**config.mk**
```make
export PLATFORM = sky130hd
export DESIGN_NAME = bblur_queue
export DESIGN_NICKNAME = d
export VERILOG_FILES = /design/src/sv/bblur_pkg.sv /design/src/sv/bblur_queue.sv
export SDC_FILE = /design/constraint.sdc
export NUM_CORES = 1
export LEC_CHECK = 0
export CAP_MARGIN = 20
export CORE_MARGIN = 5
export CORE_UTILIZATION = 55
export CTS_CLUSTER_DIAMETER = 40
export DETAILED_ROUTE_END_ITERATION = 6
export DONT_BUFFER_PORTS = 1
export PLACE_DENSITY = 0.7
export SLEW_MARGIN = 15
export SYNTH_ARGS = -nofsm -noshare
export SYNTH_HDL_FRONTEND = slang
export SYNTH_SLANG_ARGS = --single-unit
```
**constraint.sdc**
```tcl
create_clock -name aclk -period 4.31 [get_ports aclk]
set_clock_uncertainty 0.15 [all_clocks]
set_input_delay 0 -clock aclk [delete_from_list [all_inputs] [get_ports aclk]]
set_output_delay 0 -clock aclk [all_outputs]
set_load 0.05 [all_outputs]
```
**src/sv/bblur_pkg.sv**
```systemverilog
// Shared constants, codes and types of the 3x3 border-clipped box blur.
`default_nettype none

package bblur_pkg;

    localparam int MAX_WIDTH_DEF = 2048;

    localparam int PIX_W = 8;
    localparam int FW_W  = 12;
    localparam int FH_W  = 16;

    localparam logic [FW_W-1:0] FRAME_WIDTH_RST  = 12'd640;
    localparam logic [FH_W-1:0] FRAME_HEIGHT_RST = 16'd480;

    localparam int APB_AW = 3;
    localparam int APB_DW = 32;

    localparam logic REG_FRAME_WIDTH  = 1'b0;
    localparam logic REG_FRAME_HEIGHT = 1'b1;

    localparam logic CMD_PIXEL = 1'b0;
    localparam logic CMD_DRAIN = 1'b1;

    localparam int QUEUE_DEPTH = 4;
    localparam int QUEUE_AW    = $clog2(QUEUE_DEPTH);

    localparam int CSUM_W      = 10;
    localparam int SUM_W       = 12;
    localparam int RECIP_W     = 13;
    localparam int RECIP_SHIFT = 15;
    localparam logic [RECIP_W-1:0] RECIP_6 = 13'd5462;
    localparam logic [RECIP_W-1:0] RECIP_9 = 13'd3641;

    typedef enum logic [1:0] {
        DIV_BY_4,
        DIV_BY_6,
        DIV_BY_9
    } div_sel_t;

    typedef struct packed {
        logic wr;
        logic emit;
        logic top_ok;
        logic bot_ok;
        logic left_ok;
        logic right_ok;
        logic frame_end;
    } ctrl_t;

endpackage

`default_nettype wire

```
**src/sv/bblur_queue.sv**
```systemverilog
// Short request queue between the front end and the back end.
`default_nettype none

module bblur_queue #(
    parameter int WIDTH = 8
) (
    input  wire logic             aclk,
    input  wire logic             aresetn,
    input  wire logic             push_valid,
    output logic                  push_ready,
    input  wire logic [WIDTH-1:0] push_data,
    output logic                  pop_valid,
    input  wire logic             pop_ready,
    output logic [WIDTH-1:0]      pop_data
);

    localparam int AW = bblur_pkg::QUEUE_AW;
    localparam int CW = bblur_pkg::QUEUE_AW + 1;

    logic [WIDTH-1:0] store_reg [bblur_pkg::QUEUE_DEPTH];
    logic [AW-1:0]    wr_ptr_reg, wr_ptr_next;
    logic [AW-1:0]    rd_ptr_reg, rd_ptr_next;
    logic [CW-1:0]    count_reg, count_next;
    logic             do_push, do_pop;

    assign push_ready = (count_reg != CW'(bblur_pkg::QUEUE_DEPTH));
    assign pop_valid  = (count_reg != '0);
    assign pop_data   = store_reg[rd_ptr_reg];
    assign do_push    = push_valid && push_ready;
    assign do_pop     = pop_valid && pop_ready;

    always_comb begin
        wr_ptr_next = wr_ptr_reg;
        rd_ptr_next = rd_ptr_reg;
        count_next  = count_reg;
        if (do_push) begin
            wr_ptr_next = (wr_ptr_reg == AW'(bblur_pkg::QUEUE_DEPTH - 1)) ?
                          '0 : wr_ptr_reg + AW'(1);
        end
        if (do_pop) begin
            rd_ptr_next = (rd_ptr_reg == AW'(bblur_pkg::QUEUE_DEPTH - 1)) ?
                          '0 : rd_ptr_reg + AW'(1);
        end
        if (do_push && !do_pop) begin
            count_next = count_reg + CW'(1);
        end else if (!do_push && do_pop) begin
            count_next = count_reg - CW'(1);
        end
    end

    always_ff @(posedge aclk) begin
        if (!aresetn) begin
            wr_ptr_reg <= '0;
            rd_ptr_reg <= '0;
            count_reg  <= '0;
        end else begin
            wr_ptr_reg <= wr_ptr_next;
            rd_ptr_reg <= rd_ptr_next;
            count_reg  <= count_next;
        end
    end

    always_ff @(posedge aclk) begin
        if (do_push) begin
            store_reg[wr_ptr_reg] <= push_data;
        end
    end

endmodule

`default_nettype wire

```
==> summary.md <==
| Metric | Value |
|---|---|
| Top-area cell type share of the netlist area | 58.8% |
| Asr flop ratio synth | 0% |
| RSZ-0062 raised after global routing | no |
| Max-cap violations | 0 |
| Fmax | 0.354 GHz |
| Final Net Count | 126 |
| DR vias/cell | 5.96 |
| Largest register FFs | 32 |
| Die Y | 64.5 um |
| Simple-gate share of the synthesized area | 7.19% |
| FF+latch count, synth | 41 |
| Synth Area in Compound Gates | 2.14% |
| Most frequent cell after synthesis | edfxtp_1 |
| Initial DRC Count | 44 |
| Initial antenna violation count | 0 |
| Vias in the first global route | 852 |
| Drt drc | 0 |
| Die W | 64.5 um |
| CP Launch Type | flip-flop |
| Syn. warnings | 0 |
| First-pass GRT wire length | 3930 um |
| CTS root buf | clkbuf_4 |
| Most frequent cells after synthesis | edfxtp_1 (32), dfxtp_1 (9), mux4_2 (8) |
| Area leader, netlist | edfxtp_1 |
| VDD IR max | 0.381 mV |
| Final Max Tran Viols | 0 |
| Final Hold Viols | 0 |
| Critical Path AT | 2.94 ns |
| Initial core utilization | 58.3% |
| Placed Cells | 120 |
| Total CTS buffers | 5 |
| WS Path Type | flip-flop to flip-flop |
| Fin Setup TNS | 0 ns |
| Antenna viol nets, final | 0 |
| Pre-Repair DR Iteration Count | 4 |
| Rel. slew slack | 57.3% |
| Largest cells by area after synthesis | edfxtp_1 (59%), dfxtp_1 (11%), mux4_2 (11%) |
| Final setup vio count | 0 |
| Boundary Pins | 22 |
| Post-synth EDFFs | 32 |
| PostCTS Resize Cnt | 0 |
| Wire length per cell | 17.8 um |
| PD cells | 627 nW/um^2 |
| Sequential share of the synthesized area | 69.8% |
| Outcome | finished clean |
| Die area | 4160 um^2 |
| Syn Area/Cell | 17.6 um^2 |
| Max H-tree Level | 2 |
| Area growth syn-to-layout | 12.6% |
| Finished Layout Cells | 139 |
| Gpl congestion | 0.735 |
| WP data required | 4.43 ns |
| Core Region | 2810 um^2 |
| Period minus WS final | 2.82 ns |
| IO buf count | 0 |
| Vias | 829 |
| GR Overflow Total | 0 |
| Ratio of cells with drive above 1 in the final layout | 19.4% |
| Flop2flop setup slack | 1.49 ns |
| Leading register cell type out of synthesis | edfxtp_1 |
| Mux share of post-synthesis cell area | 12.2% |
| Final wirelength | 2470 um |
| Insertion delay to the later sink of the worst-skew pair | 0.33 ns |
| Largest family of logic cells by synthesized area | multiplexers |
| GRT Overall Usage | 12.7% |
| Largest net degree at the start of global routing | 13 |
| Synth cell types | 26 |
| Worst-Margin Slew | 0.640 ns |
| Worst hold-check path type | input pin to flip-flop |
| TritonCTS clock tree | yes |
| Syn Std Cell Area | 1640 um^2 |
| Max Fanout on Critical Path | 7 |
| P_leak | 0.639 nW |
| Reg clk slew, reported paths | 0.11 ns |
| Adder-Cell Fraction of Synth Area | 5.81% |
| Post-DP HPWL | 1670 um |
| Cells after Synth | 93 |
| Synth Area in XOR/XNOR | 1.07% |
| Max Root-Sink Buffers | 2 |
| Clock sink count | 41 |
| Rows | 19 |
| Syn Nets | 112 |
| Ant diodes | 0 |
| Final worst-path cycle share | 65.5% |
| CP Capture Type | flip-flop |
-- path summary, 6_finish.rpt --
| path | start | end | depth (start not counted) |
|---|---|---|---|
| worst min-delay path | push_data[0] | store_reg[3][0] | 1 |
| worst max-delay path | count_reg[0] | count_reg[2] | 8 |
| worst min register to register | wr_ptr_reg[1] | wr_ptr_reg[1] | 2 |
| worst max register to register | count_reg[0] | count_reg[2] | 8 |
-- cell families (layout without fill, tap and decap cells) --
logic type / count (synthesis) / count (layout)
flops: 41 / 41
simple gates: 20 / 20
mux: 10 / 10
fa+ha+maj: 7 / 7
buf+inv: 7 / 22
compound gates: 6 / 6
xor+xnor: 2 / 2
-- metal layers --
metal | track usage (%) | routed length (um) | up-vias
met5 | 0 | 0 | -
li1 | - | - | 383
met4 | 5.54 | 28 | 0
met2 | 20.5 | 1210 | 25
met1 | 15.6 | 1090 | 417
met3 | 4.49 | 139 | 4
-- cell usage in the layout, fill, tap and decap left out, types with 2 or more instances in the layout --
cell type	count
and3_2	4
dlygate4sd3_1	11
mux2i_1	2
or3_2	2
nand2_1	5
inv_1	3
dfxtp_1	9
mux4_2	8
edfxtp_1	32
nand3_1	2
nor2_1	2
clkbuf_4	5
o21ai_0	4
ha_1	6
-- power by group --
group	switching, mW	internal, mW
clock network	0.112	0.121
logic	0.256	0.128
registers	0.0512	0.487
total	0.419	0.735
-- worst max-delay path, cell delays in order, from the launching register on --
cell and delay [ns]:
dfxtp_1 0.44, or3b_1 0.56, and2_4 0.27, ha_1 0.18, inv_1 0.06, fa_1 0.37, xor2_1 0.16, or3_2 0.40
a21boi_0 0.16
-- cell type report --
class                           count  area, um^2
Timing Repair Buffer               11         110
Tap cell                           31        38.8
Inverter                            3        11.3
Clock buffer                        6        41.3
Multi-Input combinational cell     45         465
Sequential cell                    41        1140
Clock inverter                      2        33.8
Fill cell                         210         963
-- stage by stage --
step	instance area [um^2]	utilization [%]	hold slack (ns)	setup WS (ns)	total power, mW
6_report	1840	65.7	0.225	1.49	1.15
5_1_grt	1840	65.7	0.223	1.36	1.21
4_1_cts	1840	65.7	0.223	1.49	1.16
3_5_place_dp	1660	59.1	-0.0509	1.49	0.923
3_3_place_gp	1660	59.1	-0.0510	1.60	0.914
2_1_floorplan	1640	-	-0.0511	1.79	0.877
-- timing repair --
item	CTS	global route
hold buffers	11	0
setup buffers	0	0
hold endpoints to repair	73	0
(Power assumes the default switching activity.)
