### src/sv/bblur_pkg.sv
// Shared constants, codes and types of the 3x3 border-clipped box blur.
`default_nettype none

package bblur_pkg;

    localparam int MAX_WIDTH_DEF = 2048;

    localparam int PIX_W = 8;
    localparam int FW_W  = 12;
    localparam int FH_W  = 16;

    localparam logic [FW_W-1:0] FRAME_WIDTH_RST  = 12'd640;
    localparam logic [FH_W-1:0] FRAME_HEIGHT_RST = 16'd480;

    localparam int APB_AW = 3;
    localparam int APB_DW = 32;

    localparam logic REG_FRAME_WIDTH  = 1'b0;
    localparam logic REG_FRAME_HEIGHT = 1'b1;

    localparam logic CMD_PIXEL = 1'b0;
    localparam logic CMD_DRAIN = 1'b1;

    localparam int QUEUE_DEPTH = 4;
    localparam int QUEUE_AW    = $clog2(QUEUE_DEPTH);

    localparam int CSUM_W      = 10;
    localparam int SUM_W       = 12;
    localparam int RECIP_W     = 13;
    localparam int RECIP_SHIFT = 15;
    localparam logic [RECIP_W-1:0] RECIP_6 = 13'd5462;
    localparam logic [RECIP_W-1:0] RECIP_9 = 13'd3641;

    typedef enum logic [1:0] {
        DIV_BY_4,
        DIV_BY_6,
        DIV_BY_9
    } div_sel_t;

    typedef struct packed {
        logic wr;
        logic emit;
        logic top_ok;
        logic bot_ok;
        logic left_ok;
        logic right_ok;
        logic frame_end;
    } ctrl_t;

endpackage

`default_nettype wire

### src/sv/bblur_front.sv
// Front end: accepts requests, tracks frame positions and classifies each request.
`default_nettype none

module bblur_front #(
    parameter int MAX_WIDTH = bblur_pkg::MAX_WIDTH_DEF
) (
    input  wire logic                              aclk,
    input  wire logic                              aresetn,
    input  wire logic                              cfg_wr,
    input  wire logic [bblur_pkg::FW_W-1:0]        frame_width,
    input  wire logic [bblur_pkg::FH_W-1:0]        frame_height,
    input  wire logic                              s_valid,
    output logic                                   s_ready,
    input  wire logic                              s_cmd,
    input  wire logic [bblur_pkg::PIX_W-1:0]       s_pixel_value,
    output logic                                   push_valid,
    input  wire logic                              push_ready,
    output logic [$clog2(MAX_WIDTH)-1:0]           push_addr,
    output logic [bblur_pkg::PIX_W-1:0]            push_pix,
    output bblur_pkg::ctrl_t                       push_ctrl
);

    localparam int AW = $clog2(MAX_WIDTH);
    localparam int WW = $clog2(MAX_WIDTH + 1);
    localparam int PW = $clog2(MAX_WIDTH + 2);

    logic [AW-1:0]              in_col_reg, in_col_next;
    logic [bblur_pkg::FH_W-1:0] in_row_reg, in_row_next;
    logic [AW-1:0]              out_col_reg, out_col_next;
    logic [bblur_pkg::FH_W-1:0] out_row_reg, out_row_next;
    logic [PW-1:0]              pend_reg, pend_next;

    logic [WW-1:0]              w_eff, w_last;
    logic [bblur_pkg::FH_W-1:0] h_eff, h_last;
    logic                       at_start, pend_full, pend_zero, is_drain;
    logic                       restart, drain_go, enq, acc;
    logic                       out_col_end, out_row_end;
    logic [AW-1:0]              vc;

    always_comb begin
        if (frame_width < 12'd2) begin
            w_eff = WW'(2);
        end else if (32'(frame_width) > MAX_WIDTH) begin
            w_eff = WW'(MAX_WIDTH);
        end else begin
            w_eff = WW'(frame_width);
        end
        h_eff  = (frame_height < 16'd2) ? 16'd2 : frame_height;
        w_last = w_eff - WW'(1);
        h_last = h_eff - 16'd1;
    end

    assign at_start    = (in_col_reg == '0) && (in_row_reg == '0);
    assign pend_full   = (pend_reg == (PW'(w_eff) + PW'(1)));
    assign pend_zero   = (pend_reg == '0);
    assign is_drain    = (s_cmd == bblur_pkg::CMD_DRAIN);
    assign restart     = !is_drain && at_start && !pend_full;
    assign drain_go    = is_drain && at_start && !pend_zero;
    assign enq         = !is_drain || drain_go;
    assign out_col_end = (WW'(out_col_reg) == w_last);
    assign out_row_end = (out_row_reg == h_last);
    assign vc          = out_col_end ? '0 : out_col_reg + AW'(1);

    assign s_ready    = push_ready;
    assign acc        = s_valid && s_ready;
    assign push_valid = s_valid && enq;
    assign push_addr  = is_drain ? vc : in_col_reg;
    assign push_pix   = is_drain ? '0 : s_pixel_value;

    always_comb begin
        push_ctrl.wr        = !is_drain;
        push_ctrl.emit      = is_drain ? drain_go : pend_full;
        push_ctrl.top_ok    = (out_row_reg != '0);
        push_ctrl.bot_ok    = !out_row_end;
        push_ctrl.left_ok   = (out_col_reg != '0);
        push_ctrl.right_ok  = !out_col_end;
        push_ctrl.frame_end = out_row_end && out_col_end;
    end

    always_comb begin
        in_col_next  = in_col_reg;
        in_row_next  = in_row_reg;
        out_col_next = out_col_reg;
        out_row_next = out_row_reg;
        pend_next    = pend_reg;
        if (cfg_wr) begin
            in_col_next  = '0;
            in_row_next  = '0;
            out_col_next = '0;
            out_row_next = '0;
            pend_next    = '0;
        end else if (acc) begin
            if (!is_drain) begin
                if (WW'(in_col_reg) == w_last) begin
                    in_col_next = '0;
                    in_row_next = (in_row_reg == h_last) ? '0 : in_row_reg + 16'd1;
                end else begin
                    in_col_next = in_col_reg + AW'(1);
                end
            end
            if (restart) begin
                out_col_next = '0;
                out_row_next = '0;
                pend_next    = PW'(1);
            end else if ((!is_drain && pend_full) || drain_go) begin
                if (out_col_end) begin
                    out_col_next = '0;
                    out_row_next = out_row_end ? '0 : out_row_reg + 16'd1;
                end else begin
                    out_col_next = out_col_reg + AW'(1);
                end
                if (drain_go) begin
                    pend_next = pend_reg - PW'(1);
                end
            end else if (!is_drain) begin
                pend_next = pend_reg + PW'(1);
            end
        end
    end

    always_ff @(posedge aclk) begin
        if (!aresetn) begin
            in_col_reg  <= '0;
            in_row_reg  <= '0;
            out_col_reg <= '0;
            out_row_reg <= '0;
            pend_reg    <= '0;
        end else begin
            in_col_reg  <= in_col_next;
            in_row_reg  <= in_row_next;
            out_col_reg <= out_col_next;
            out_row_reg <= out_row_next;
            pend_reg    <= pend_next;
        end
    end

endmodule

`default_nettype wire

### config.mk
export PLATFORM = sky130hd
export DESIGN_NAME = bblur_front
export DESIGN_NICKNAME = d
export VERILOG_FILES = /design/src/sv/bblur_pkg.sv /design/src/sv/bblur_front.sv
export SDC_FILE = /design/constraint.sdc
export NUM_CORES = 1
export LEC_CHECK = 0
export ABC_AREA = 1
export BUFFER_PORTS_ARGS = -buffer_cell sky130_fd_sc_hd__buf_2
export CELL_PAD_IN_SITES_DETAIL_PLACEMENT = 1
export CELL_PAD_IN_SITES_GLOBAL_PLACEMENT = 1
export CORE_MARGIN = 8
export CORE_UTILIZATION = 35
export CTS_CLUSTER_DIAMETER = 150
export CTS_CLUSTER_SIZE = 10
export DETAILED_ROUTE_END_ITERATION = 10
export PLACE_DENSITY_LB_ADDON = 0.1
export SLEW_MARGIN = 40
export SYNTH_ARGS = -nofsm -noshare
export SYNTH_HDL_FRONTEND = slang
export SYNTH_SLANG_ARGS = --single-unit
### constraint.sdc
create_clock -name aclk -period 5.6 [get_ports aclk]
set_clock_uncertainty 0.2 [all_clocks]
set_input_delay 0.84 -clock aclk [delete_from_list [all_inputs] [get_ports aclk]]
set_output_delay 0.84 -clock aclk [all_outputs]
set_load 0.01 [all_outputs]
==> qor.csv <==
stage,metric,value,unit
status,status,completed,
place,pre_cts_ws,224,ps
sta,worstMarginPinSlew,773,ps
clock_network,postCtsResizedCells,0,
detailed_routing,drt_first_pass_iters,5,
power_and_ir_drop,power.density,161,nW/um2
sta,fin_crit_sh,89.4,%
setup_path,arrival,5010,ps
sta,hold_viol_final,0,
detailed_routing,dr.first_iter.drc_count,338,
power_and_ir_drop,vdd_ir_drop_max,0.117,mV
layout,final_nets,1389,
layout,final_util,39.4,%
clock_network,cts-root-buf,clkbuf_16,
floorplanning,rows,53,
clock_network,htreeDepth,3,
clock_network,cts_setup_buffers,0,
layout,mostFrequentLayoutCells,"nand2_1 (371), inv_1 (179), nand3_1 (109), nor2_1 (101), a21oi_1 (84)",
setup_path,criticalPathCategory,in2reg,
setup_path,worst_ep_required_time,5610,ps
sta,slew_headroom,48.0,%
clock_network,clock_latency,340,ps
detailed_routing,routed-via-count,8231,
detailed_routing,routedWlPerCell,16.7,um
clock_network,ctsHoldBuffers,0,
sta,grt_setup_unrepaired,false,
place,dp_hpwl,21.4,mm
grt,grt_max_degree,37,
grt,antenna_found_initial,0,
clock_network,cts_made_buffers,9,
sta,period_minus_slack,5000,ps
setup_path,crit_path_max_incr_delay,260,ps
synth,synth_fp_nets,1339,
place,io_buffers,69,
synth,synth_flop_cell,dfxtp_1,
layout,layout_commonest_cell,nand2_1,
hold_path,hp-class,reg2reg,
synth,async_reset_ff_share,0,%
clock_network,clock_path_buffers,2,
power_and_ir_drop,fin_total_pwr,1320,uW
synth,yosysSeqAreaShare,18.0,%
grt,grt_usage,20.8,%
clock_network,cts_tree,yes,
floorplanning,die_w,161,um
sta,max_freq,0.200,GHz
setup_path,cpMostUsedCell,nand2_1,
sta,slew_viol_final,0,
sta,setup-tns-final,0,ps
detailed_routing,drtAntennaViolNets,0,
setup_path,crit_fanout,11,
synth,yosysWarnings,0,
layout,syn2layout_area_growth,11.6,%
layout,drive_above_1_share,11.1,%
layout,design_area,8200,um2
floorplanning,ios,70,
clock_network,cts_sinks,66,
place,gp_congestion,0.898,
sta,final-setup-viol-count,0,
floorplanning,die_h,161,um
detailed_routing,wl,26.7,mm
grt,grt_pass1_wl,44.6,mm
synth,syn_area_per_cell,5.77,um2
synth,synth_edf_count,0,
power_and_ir_drop,power.leakage,0.00390,uW
floorplanning,fp.dieArea,25900,um2
clock_network,path_clk_slew,60,ps
grt,grt_pass1_vias,8573,
layout,diodes,0,
sta,setup_slack,596,ps
synth,synthCells,1274,
synth,ys_seq_elements,66,
grt,overflow,0,
setup_path,end_kind,register,
detailed_routing,drcViolationCount,0,
synth,syn_area,7350,um2
job,max-cap-violations,0,
floorplanning,coreArea,20800,um2
detailed_routing,drt-vias-per-instance,5.13,
synth,yosysUniqueCellTypes,41,
setup_path,worst_path_max_delay_cell,ha_1,
setup_path,critPathLaunchType,input pin,
place,place_area,7890,um2
floorplanning,start_util,35.3,%
==> layout make-up <==
cell class                 instances  area, um2
clock buffer                       9        225
clock inverter                     7       77.6
fill                            2922      12600
inverter                         185        694
multi-input combinational        974       5050
sequential                        66       1320
tap                              275        344
timing repair buffer              88        492
==> worst max-delay path: cells and delay by family <==
| kind | cells | cell delay, ps |
|---|---|---|
| buffers and inverters | 5 | 520 |
| xor gates and xnor gates | 2 | 320 |
| AOI/OAI and AO/OA | 6 | 740 |
| and+or+nand+nor | 21 | 2120 |
| adders and majority gates | 2 | 460 |
==> where the power goes <==
part,total (uW),switching [uW],internal [uW]
clock network,606,257,349
registers,471,1.00,470
logic,243,168,74.5
==> routing by layer <==
metal  routed length [um]  vias up  GRT usage, %
li1                     -     4216             -
met1                12600     3872          25.7
met2                12800      126          36.5
met3                  968       17          3.48
met4                  385        0          5.68
met5                    0        -             0
==> stage by stage <==
step,cells,hold WS (ps)
2_1_floorplan,1274,257
3_3_place_gp,1588,273
3_5_place_dp,1588,285
4_1_cts,1604,295
5_1_grt,1604,318
6_report,1604,290
==> synthesized netlist by cell type, types with 3 or more instances <==
| cell type | count | area share (%) |
|---|---|---|
| nor2_1 | 102 | 5.2 |
| buf_2 | 11 | 0.75 |
| and3_1 | 3 | 0.26 |
| o21ai_0 | 31 | 2.1 |
| nor2_4 | 4 | 0.61 |
| nand2_1 | 371 | 19 |
| nand2_2 | 13 | 1.1 |
| buf_6 | 10 | 1.5 |
| or2_2 | 6 | 0.51 |
| xor2_1 | 56 | 6.7 |
| a21boi_0 | 4 | 0.41 |
| nand3b_1 | 21 | 2.1 |
| nor2_2 | 4 | 0.34 |
| nor4_1 | 25 | 2.1 |
| and2_1 | 4 | 0.34 |
| nor3_1 | 20 | 1.4 |
| inv_2 | 4 | 0.20 |
| nand4_1 | 66 | 5.6 |
| nand3_1 | 109 | 7.4 |
| inv_1 | 180 | 9.2 |
| xnor2_1 | 8 | 0.95 |
| ha_1 | 22 | 3.7 |
| dfxtp_1 | 66 | 18 |
| a21oi_1 | 84 | 5.7 |
| clkbuf_1 | 25 | 1.3 |
==> worst paths after layout <==
path / slack (ps) / startpoint / cells past startpoint / to
worst max register to register: 1100 / in_row_reg[0]$_SDFFE_PP0P_ / 26 / pend_reg[10]$_SDFFE_PP0P_
worst min register to register: 290 / out_col_reg[3]$_SDFFE_PP0P_ / 2 / out_col_reg[3]$_SDFFE_PP0P_
worst max-delay path: 600 / frame_width[2] / 36 / pend_reg[10]$_SDFFE_PP0P_
worst min-delay path: 290 / out_col_reg[3]$_SDFFE_PP0P_ / 2 / out_col_reg[3]$_SDFFE_PP0P_
==> cells by family after synthesis <==
logic type	synth area share, %
and+or+nand+nor	47.8
buffers and inverters	13.4
AOI/OAI and AO/OA	9.14
DFF	18.0
xor gates and xnor gates	7.63
adders and majority gates	4.02
(Power assumes the default switching activity.)
